File: src/design/wavp_pkg.sv
// Shared types and constants for the RIFF/WAVE PCM16 parser.
package wavp_pkg;

  localparam logic [31:0] TAG_RIFF = 32'h4646_4952;
  localparam logic [31:0] TAG_WAVE = 32'h4556_4157;
  localparam logic [31:0] TAG_FMT  = 32'h2074_6D66;
  localparam logic [31:0] TAG_DATA = 32'h6174_6164;

  localparam logic [31:0] FMT_MIN_LEN = 32'd16;
  localparam logic [3:0]  HEADER_LEN  = 4'd12;
  localparam logic [4:0]  BODY_POS_SAT = 5'd16;

  localparam logic [15:0] FMT_PCM    = 16'd1;
  localparam logic [15:0] CHAN_MONO  = 16'd1;
  localparam logic [15:0] BITS_PCM16 = 16'd16;

  // Result queue
  localparam int QDEPTH = 4;
  localparam int QAW    = 2;

  typedef enum logic [1:0] {
    PH_HEADER = 2'd0,
    PH_CHDR   = 2'd1,
    PH_BODY   = 2'd2,
    PH_PAD    = 2'd3
  } phase_t;

  typedef enum logic [3:0] {
    ST_OK         = 4'd0,
    ST_TOO_SMALL  = 4'd1,
    ST_BAD_MAGIC  = 4'd2,
    ST_BAD_SIZE   = 4'd3,
    ST_BAD_FMT    = 4'd4,
    ST_NOT_PCM    = 4'd5,
    ST_NOT_MONO   = 4'd6,
    ST_NOT_16BIT  = 4'd7,
    ST_NO_DATA    = 4'd8,
    ST_ODD_DATA   = 4'd9
  } status_t;

  // Everything one input byte produces: an optional sample and an optional status
  typedef struct packed {
    logic               has_sample;
    logic               has_status;
    logic signed [15:0] sample;
    logic [7:0]         chunk_number;
    status_t            status;
    logic [31:0]        rate;
    logic [30:0]        sample_count;
  } res_entry_t;

  function automatic logic [7:0] byte_of(input logic [31:0] word, input logic [1:0] idx);
    byte_of = word[idx*8 +: 8];
  endfunction

endpackage

File: src/design/riff_wave_pcm16_parser.sv
// Top level of the RIFF/WAVE PCM16 mono stream parser.
//
// Input: one file byte per transfer on s_axis, s_axis_tlast on the file's final byte.
// Output on m_axis: a sample result (tuser 0) for each byte pair of a data chunk,
// and a status result (tuser 1) after the final byte; tlast marks the last result
// caused by one input byte. Samples are sent before the file is validated; keep
// those of the last data chunk when the status is ok.
// Throughput: one byte per cycle while the result queue has room. A final byte
// in a data chunk yields two transfers, a sample and then a status.
// The results of an accepted byte are written into the queue at the accepting edge.
// The parser state updates at the accepting edge; results wait in a four-entry
// queue, so s_axis_tready drops only when that queue is full (receiver stalled).
// Reset (rst, synchronous) empties the queue and returns the parser to the
// header check; after the final byte of a file it returns there on its own.
module riff_wave_pcm16_parser (
  input  logic        clk,
  input  logic        rst,
  input  logic        s_axis_tvalid,
  output logic        s_axis_tready,
  input  logic [7:0]  s_axis_tdata,   // byte_in
  input  logic        s_axis_tlast,   // end_of_file
  output logic        m_axis_tvalid,
  input  logic        m_axis_tready,
  // sample[15:0], chunk_number[23:16], status_code[27:24], rate_out[59:28],
  // sample_count[90:60], zero fill [95:91]
  output logic [95:0] m_axis_tdata,
  output logic [0:0]  m_axis_tuser,   // kind
  output logic        m_axis_tlast    // run_last
);

  logic                 acc;
  logic                 push;
  wavp_pkg::res_entry_t entry;

  assign acc = s_axis_tvalid && s_axis_tready;

  wavp_parse u_parse (
    .clk     (clk),
    .rst     (rst),
    .acc     (acc),
    .byte_in (s_axis_tdata),
    .eof     (s_axis_tlast),
    .push    (push),
    .entry   (entry)
  );

  wavp_outq u_outq (
    .clk           (clk),
    .rst           (rst),
    .push          (push),
    .entry         (entry),
    .ready         (s_axis_tready),
    .m_axis_tvalid (m_axis_tvalid),
    .m_axis_tready (m_axis_tready),
    .m_axis_tdata  (m_axis_tdata),
    .m_axis_tuser  (m_axis_tuser),
    .m_axis_tlast  (m_axis_tlast)
  );

endmodule

File: src/design/wavp_parse.sv
// Header check, chunk walk and fmt/data decode, one byte per cycle while acc is high.
module wavp_parse (
  input  logic                  clk,
  input  logic                  rst,
  input  logic                  acc,
  input  logic [7:0]            byte_in,
  input  logic                  eof,
  output logic                  push,
  output wavp_pkg::res_entry_t  entry
);

  wavp_pkg::phase_t  phase, phase_next;
  logic [3:0]        position, position_next;
  logic              header_bad, header_bad_next;
  logic [31:0]       chunk_tag, chunk_tag_next;
  logic [31:0]       chunk_length, chunk_length_next;
  logic [31:0]       body_remaining, body_remaining_next;
  logic [4:0]        body_pos, body_pos_next;
  logic              body_odd, body_odd_next;
  logic [63:0]       fmt_scratch, fmt_scratch_next;
  logic [15:0]       fmt_bits, fmt_bits_next;
  logic [15:0]       format_code, format_code_next;
  logic [15:0]       channel_count, channel_count_next;
  logic [31:0]       rate_reg, rate_reg_next;
  logic [15:0]       sample_bits, sample_bits_next;
  logic [31:0]       data_length, data_length_next;
  logic [7:0]        data_chunk_seen, data_chunk_seen_next;
  logic [7:0]        low_byte, low_byte_next;
  wavp_pkg::status_t first_error, first_error_next;

  logic              fin;
  logic [31:0]       fin_len;
  logic [31:0]       len_full;
  wavp_pkg::status_t status;

  always_comb begin
    phase_next           = phase;
    position_next        = position;
    header_bad_next      = header_bad;
    chunk_tag_next       = chunk_tag;
    chunk_length_next    = chunk_length;
    body_remaining_next  = body_remaining;
    body_pos_next        = body_pos;
    body_odd_next        = body_odd;
    fmt_scratch_next     = fmt_scratch;
    fmt_bits_next        = fmt_bits;
    format_code_next     = format_code;
    channel_count_next   = channel_count;
    rate_reg_next        = rate_reg;
    sample_bits_next     = sample_bits;
    data_length_next     = data_length;
    data_chunk_seen_next = data_chunk_seen;
    low_byte_next        = low_byte;
    first_error_next     = first_error;
    fin                  = 1'b0;
    fin_len              = chunk_length;
    len_full             = {byte_in, chunk_length[23:0]};

    if (acc) begin
      unique case (phase)
        wavp_pkg::PH_HEADER: begin
          if (position < 4'd4) begin
            if (byte_in != wavp_pkg::byte_of(wavp_pkg::TAG_RIFF, position[1:0]))
              header_bad_next = 1'b1;
          end else if (position >= 4'd8) begin
            if (byte_in != wavp_pkg::byte_of(wavp_pkg::TAG_WAVE, position[1:0]))
              header_bad_next = 1'b1;
          end
          if (position == wavp_pkg::HEADER_LEN - 4'd1) begin
            phase_next    = wavp_pkg::PH_CHDR;
            position_next = '0;
          end else begin
            position_next = position + 4'd1;
          end
        end
        wavp_pkg::PH_CHDR: begin
          if (!position[2]) begin
            if (position[1:0] == 2'd0) chunk_tag_next = {24'd0, byte_in};
            else chunk_tag_next[position[1:0]*8 +: 8] = byte_in;
          end else begin
            if (position[1:0] == 2'd0) chunk_length_next = {24'd0, byte_in};
            else chunk_length_next[position[1:0]*8 +: 8] = byte_in;
          end
          if (position[2:0] == 3'd7) begin
            if (chunk_tag == wavp_pkg::TAG_DATA && data_chunk_seen != 8'hFF)
              data_chunk_seen_next = data_chunk_seen + 8'd1;
            if (chunk_tag == wavp_pkg::TAG_FMT) begin
              fmt_scratch_next = '0;
              fmt_bits_next    = '0;
            end
            body_remaining_next = len_full;
            body_pos_next       = '0;
            body_odd_next       = 1'b0;
            position_next       = '0;
            if (len_full == 32'd0) begin
              fin     = 1'b1;
              fin_len = len_full;
            end else begin
              phase_next = wavp_pkg::PH_BODY;
            end
          end else begin
            position_next = position + 4'd1;
          end
        end
        wavp_pkg::PH_BODY: begin
          if (chunk_tag == wavp_pkg::TAG_FMT) begin
            if (body_pos < 5'd8) fmt_scratch_next[body_pos[2:0]*8 +: 8] = byte_in;
            else if (body_pos == 5'd14) fmt_bits_next[7:0] = byte_in;
            else if (body_pos == 5'd15) fmt_bits_next[15:8] = byte_in;
          end else if (chunk_tag == wavp_pkg::TAG_DATA) begin
            if (!body_odd) low_byte_next = byte_in;
          end
          body_odd_next       = !body_odd;
          body_pos_next       = (body_pos == wavp_pkg::BODY_POS_SAT) ? body_pos
                                                                      : body_pos + 5'd1;
          body_remaining_next = body_remaining - 32'd1;
          if (body_remaining == 32'd1) fin = 1'b1;
        end
        wavp_pkg::PH_PAD: begin
          phase_next    = wavp_pkg::PH_CHDR;
          position_next = '0;
        end
        default: ;
      endcase

      if (fin) begin
        if (chunk_tag == wavp_pkg::TAG_FMT) begin
          if (fin_len < wavp_pkg::FMT_MIN_LEN) begin
            if (first_error == wavp_pkg::ST_OK) first_error_next = wavp_pkg::ST_BAD_FMT;
          end else begin
            format_code_next   = fmt_scratch_next[15:0];
            channel_count_next = fmt_scratch_next[31:16];
            rate_reg_next      = fmt_scratch_next[63:32];
            sample_bits_next   = fmt_bits_next;
          end
        end else if (chunk_tag == wavp_pkg::TAG_DATA) begin
          data_length_next = fin_len;
        end
        phase_next    = fin_len[0] ? wavp_pkg::PH_PAD : wavp_pkg::PH_CHDR;
        position_next = '0;
      end
    end
  end

  // Final status, first match wins
  always_comb begin
    priority if (phase_next == wavp_pkg::PH_HEADER)   status = wavp_pkg::ST_TOO_SMALL;
    else if (header_bad_next)                          status = wavp_pkg::ST_BAD_MAGIC;
    else if (first_error_next != wavp_pkg::ST_OK)      status = first_error_next;
    else if (phase_next == wavp_pkg::PH_BODY)          status = wavp_pkg::ST_BAD_SIZE;
    else if (format_code_next != wavp_pkg::FMT_PCM)    status = wavp_pkg::ST_NOT_PCM;
    else if (channel_count_next != wavp_pkg::CHAN_MONO) status = wavp_pkg::ST_NOT_MONO;
    else if (sample_bits_next != wavp_pkg::BITS_PCM16) status = wavp_pkg::ST_NOT_16BIT;
    else if (data_length_next == 32'd0)                status = wavp_pkg::ST_NO_DATA;
    else if (data_length_next[0])                      status = wavp_pkg::ST_ODD_DATA;
    else                                               status = wavp_pkg::ST_OK;
  end

  always_comb begin
    entry.has_sample   = acc && phase == wavp_pkg::PH_BODY &&
                         chunk_tag == wavp_pkg::TAG_DATA && body_odd;
    entry.has_status   = acc && eof;
    entry.sample       = {byte_in, low_byte};
    entry.chunk_number = data_chunk_seen_next;
    entry.status       = status;
    entry.rate         = rate_reg_next;
    entry.sample_count = data_length_next[31:1];
    push               = entry.has_sample || entry.has_status;
  end

  always_ff @(posedge clk) begin
    if (rst || (acc && eof)) begin
      phase           <= wavp_pkg::PH_HEADER;
      position        <= '0;
      header_bad      <= 1'b0;
      chunk_tag       <= '0;
      chunk_length    <= '0;
      body_remaining  <= '0;
      body_pos        <= '0;
      body_odd        <= 1'b0;
      fmt_scratch     <= '0;
      fmt_bits        <= '0;
      format_code     <= '0;
      channel_count   <= '0;
      rate_reg        <= '0;
      sample_bits     <= '0;
      data_length     <= '0;
      data_chunk_seen <= '0;
      low_byte        <= '0;
      first_error     <= wavp_pkg::ST_OK;
    end else begin
      phase           <= phase_next;
      position        <= position_next;
      header_bad      <= header_bad_next;
      chunk_tag       <= chunk_tag_next;
      chunk_length    <= chunk_length_next;
      body_remaining  <= body_remaining_next;
      body_pos        <= body_pos_next;
      body_odd        <= body_odd_next;
      fmt_scratch     <= fmt_scratch_next;
      fmt_bits        <= fmt_bits_next;
      format_code     <= format_code_next;
      channel_count   <= channel_count_next;
      rate_reg        <= rate_reg_next;
      sample_bits     <= sample_bits_next;
      data_length     <= data_length_next;
      data_chunk_seen <= data_chunk_seen_next;
      low_byte        <= low_byte_next;
      first_error     <= first_error_next;
    end
  end

endmodule

File: src/design/wavp_outq.sv
// Result queue: holds per-byte entries and sends sample then status as separate transfers.
module wavp_outq (
  input  logic                 clk,
  input  logic                 rst,
  input  logic                 push,
  input  wavp_pkg::res_entry_t entry,
  output logic                 ready,
  output logic                 m_axis_tvalid,
  input  logic                 m_axis_tready,
  output logic [95:0]          m_axis_tdata,
  output logic [0:0]           m_axis_tuser,
  output logic                 m_axis_tlast
);

  wavp_pkg::res_entry_t q [wavp_pkg::QDEPTH];
  logic [wavp_pkg::QAW-1:0] wr_ptr, rd_ptr;
  logic [wavp_pkg::QAW:0]   count, count_next;
  logic                     half, half_next;
  wavp_pkg::res_entry_t     head;
  logic                     show_sample, xfer, pop;

  assign head        = q[rd_ptr];
  assign ready       = count != (wavp_pkg::QAW+1)'(wavp_pkg::QDEPTH);
  assign show_sample = head.has_sample && !half;
  assign m_axis_tvalid = count != '0;
  assign xfer        = m_axis_tvalid && m_axis_tready;
  assign pop         = xfer && (!show_sample || !head.has_status);

  always_comb begin
    if (show_sample) begin
      m_axis_tdata = {5'd0, 31'd0, 32'd0, wavp_pkg::ST_OK, head.chunk_number, head.sample};
      m_axis_tuser = 1'b0;
      m_axis_tlast = !head.has_status;
    end else begin
      m_axis_tdata = {5'd0, head.sample_count, head.rate, head.status,
                      head.chunk_number, 16'd0};
      m_axis_tuser = 1'b1;
      m_axis_tlast = 1'b1;
    end
  end

  always_comb begin
    count_next = count + (wavp_pkg::QAW+1)'(push) - (wavp_pkg::QAW+1)'(pop);
    half_next  = half;
    if (xfer) half_next = show_sample && head.has_status;
  end

  always_ff @(posedge clk) begin
    if (push) q[wr_ptr] <= entry;
  end

  always_ff @(posedge clk) begin
    if (rst) begin
      wr_ptr <= '0;
      rd_ptr <= '0;
      count  <= '0;
      half   <= 1'b0;
    end else begin
      if (push) wr_ptr <= wr_ptr + wavp_pkg::QAW'(1);
      if (pop)  rd_ptr <= rd_ptr + wavp_pkg::QAW'(1);
      count <= count_next;
      half  <= half_next;
    end
  end

  a_count_bound: assert property (@(posedge clk) disable iff (rst)
    count <= (wavp_pkg::QAW+1)'(wavp_pkg::QDEPTH))
    else $error("result queue over-full");

  a_no_push_full: assert property (@(posedge clk) disable iff (rst)
    push |-> ready)
    else $error("entry written into a full queue");

  a_half_valid: assert property (@(posedge clk) disable iff (rst)
    half |-> (count != '0 && head.has_sample && head.has_status))
    else $error("sample sent flag without a two-result head");

  a_half_then_status: assert property (@(posedge clk) disable iff (rst)
    (xfer && show_sample && head.has_status) |=> (half && m_axis_tvalid))
    else $error("status transfer lost after its sample");

endmodule
File: config.mk
export PLATFORM = sky130hd
export DESIGN_NAME = riff_wave_pcm16_parser
export DESIGN_NICKNAME = d
export VERILOG_FILES = /design/src/design/wavp_pkg.sv /design/src/design/riff_wave_pcm16_parser.sv /design/src/design/wavp_parse.sv /design/src/design/wavp_outq.sv
export SDC_FILE = /design/constraint.sdc
export NUM_CORES = 1
export LEC_CHECK = 0
export BUFFER_PORTS_ARGS = -buffer_cell sky130_fd_sc_hd__buf_2
export CORE_MARGIN = 4
export CORE_UTILIZATION = 55
export CTS_BUF_LIST = sky130_fd_sc_hd__clkbuf_16
export DETAILED_ROUTE_END_ITERATION = 8
export GPL_TIMING_DRIVEN = 0
export PLACE_DENSITY = 0.73
export SYNTH_ARGS = -nofsm -noshare
export SYNTH_HDL_FRONTEND = slang
export SYNTH_SLANG_ARGS = --single-unit
File: constraint.sdc
create_clock -name clk -period 8.75 [get_ports clk]
set_clock_uncertainty 0.05 [all_clocks]
set_input_delay 0.875 -clock clk [delete_from_list [all_inputs] [get_ports clk]]
set_output_delay 0.875 -clock clk [all_outputs]
set_load 0.005 [all_outputs]
==> results_dict.tcl <==
set metrics [dict create \
    vias 23475 \
    end_kind "register" \
    synthTopCellsByArea "edfxtp_1, dfxtp_1, mux4_2" \
    crit_type "register to register" \
    antenna_found_initial 1 \
    worstPathRequired_ps 9000 \
    cts_tree "done" \
    ctsResizeCount 0 \
    hold_violations 0 \
    die_y_um 242 \
    path_max_fanout 10 \
    hp-class "register to register" \
    power.switching_mw 2.00 \
    rows 85 \
    syn2layout_area_growth_pct 13.8 \
    slew_violations 0 \
    cts_made_buffers 73 \
    wl_met3_um 9460 \
    antenna_cells 0 \
    reg_top3 "u_outq.q: 372 flops, u_parse.fmt_scratch: 64 flops" \
    synth_area_per_cell_um2 11.3 \
    clkSinkCount 703 \
    layout_setup_ws_ps 2490 \
    status "completed" \
    insertion_delay_ps 620 \
    ys_ff_latch 703 \
    critical_path_arrival_ps 6510 \
    top_layer "met4" \
    initialDrtViolationCount 2900 \
    clk_pin_slew_ps 60 \
    max_freq_ghz 0.160 \
    grt-ovfl-total 0 \
    clkPwrFrac_pct 39.7 \
    global_route.usage.total_pct 32.1 \
    final-setup-viol-count 0 \
    hpwlAfterDp_um 67700 \
    fp.dieArea_um2 58600 \
    post-route-period-util_pct 71.5 \
    cts_buffer_depth 3 \
    drive_gt1_share_pct 12.4 \
    largest_register_ff_count 372 \
    routabilityCongestion 1.03 \
    drc 0 \
    p_per_area_nw_per_um2 229 \
    finish.utilization_pct 63.4 \
    ir_drop_uv 199 \
    met1Wirelength_um 40800 \
    syn_inst 2673 \
    synth_top_area_share_pct 37.1 \
    p_seq_share_pct 45.5 \
    switching_share_pct 25.5 \
    dp_cells 3493 \
    synth_area_um2 30100 \
    avgViaCountPerCell 6.47 \
    routedWlPerCell_um 26.4 \
    drv_cap 0 \
    drtPass1Iterations 6 \
    synthArstFlopShare_pct 0 \
    cts.htree.levels 3 \
    yosys.area.top_type "edfxtp_1" \
    wl_um 95900 \
    postCtsSetupRepairBufs 0 \
    finalSetupTns_ps 0 \
    placed_cell_area_um2 31900 \
    yosys.cell_types.count 80 \
    yosysWarnings 0 \
    p_leak_nw 11.8 \
    grt_pass1_vias 22488 \
    cts_hold_buf 0 \
    final_antenna_net_count 0 \
    worstMarginPinSlew_ps 1390 \
    final.fill_count 4243 \
    synth-edff-count 372 \
    slew-limit-headroom_pct 7.41 \
    top_register "u_outq.q" \
    final_nets 2914 \
    place_ws_ps 2290 \
    final_cells 3628 \
    grt_pass1_wl_um 143000 \
    io_pins 113 \
    root_buffer "clkbuf_16" \
    combPwrFrac_pct 14.8 \
    wl_met2_um 42200 \
    period_minus_slack_ps 6260 \
    fin_area_um2 34300 \
    rsz0062_at_grt "no" \
    synth-main-ff-cell "edfxtp_1" \
    crit_path_start_kind "register" \
    port_buffers 107 \
    fp.coreArea_um2 54000 \
    synth-seq-area-share_pct 59.1 \
    die_w_um 242 \
    p_int_mw 5.85 \
    start_util_pct 55.8 \
    grt_max_degree 30 \
]
-- Yosys cell counts, drive strengths merged, types with 11 or more instances --
master / instances
and3: 18
clkbuf: 157
and2: 76
dfxtp: 331
or3: 14
nor4: 45
mux2: 11
xnor2: 12
a211oi: 52
buf: 26
mux2i: 28
a32oi: 24
or2: 12
a21o: 17
nand2: 282
a21oi: 175
edfxtp: 372
a31oi: 20
ha: 27
nor3: 54
o21ai: 96
mux4: 93
nor2: 333
a221oi: 11
nand3: 34
nand4: 27
or4: 12
a22oi: 78
nor2b: 81
inv: 25
-- power groups by stage --
stage / Sequential [mW] / Clock (mW) / Combinational, mW
detailed placement: 3.64 / 0 / 1.17
global route: 3.58 / 3.29 / 1.26
finish: 3.57 / 3.12 / 1.16
CTS: 3.57 / 3.16 / 1.17
global placement: 3.66 / 0 / 1.12
floorplan: 3.64 / 0 / 0.693
-- logic make-up after synthesis --
| logic type | after synthesis | synth area share [%] |
|---|---|---|
| flip-flops | 703 | 59.1 |
| buffers and inverters | 208 | 2.65 |
| AND/OR/NAND/NOR | 1033 | 16.4 |
| AO/OA/AOI/OAI | 552 | 11.9 |
| adder cells (fa/ha/maj) | 28 | 1.19 |
| XOR/XNOR | 16 | 0.465 |
| other | 1 | 0.0124 |
| multiplexers | 132 | 8.29 |
-- path summary, 6_finish.rpt --
check | depth (start not counted) | slack [ps] | to | start
setup / recovery | 10 | 2490 | u_outq.q[3][66] | u_parse.position[0]
hold / removal | 2 | 410 | u_parse.rate_reg[13] | u_parse.rate_reg[13]
setup reg to reg | 10 | 2490 | u_outq.q[3][66] | u_parse.position[0]
hold reg to reg | 2 | 410 | u_parse.rate_reg[13] | u_parse.rate_reg[13]
-- area by class of cell --
class                           count  area [µm²]  area share, %
Timing Repair Buffer              121         818           2.39
Tap cell                          696         871           2.54
Sequential cell                   703       17800           51.9
Clock inverter                     59         529           1.54
Inverter                           25        93.8          0.274
Clock buffer                       75        1880           5.48
Buffer                            183         706           2.06
Multi-Input combinational cell   1766       11600           33.8
-- per-stage QoR --
stage | total power, mW | hold WS [ps]
after CTS | 7.90 | 408
after detailed placement | 4.81 | 401
after global placement | 4.78 | 393
final | 7.86 | 408
after floorplan | 4.34 | 382
after global routing | 8.12 | 437
-- placed cells by master, fill, tap and decap left out, types with 75 or more instances in the layout --
master     count
edfxtp_1     372
nor2_1       333
dfxtp_1      331
nand2_1      282
a21oi_1      175
clkbuf_1     157
buf_2        107
mux4_2        93
o21ai_0       92
a22oi_1       78
nor2b_1       77
clkbuf_16     75
-- metal layers --
| layer | vias up | global-route usage [%] |
|---|---|---|
| li1 | 10326 | - |
| met1 | 11636 | 46.3 |
| met2 | 1297 | 48.2 |
| met3 | 216 | 7.83 |
| met4 | 0 | 11.1 |
| met5 | - | 0 |
-- critical path, cell delays in order (launching register included) --
cell and delay, ps:
dfxtp_1 530, ha_1 380, ha_1 360, nand2_1 270, or4_1 680, a2111oi_2 1260, clkbuf_1 630, a31oi_1 340
nor3_1 470, nand3_1 170, o32ai_1 790
Note: power is estimated with default switching activity, not from simulation.
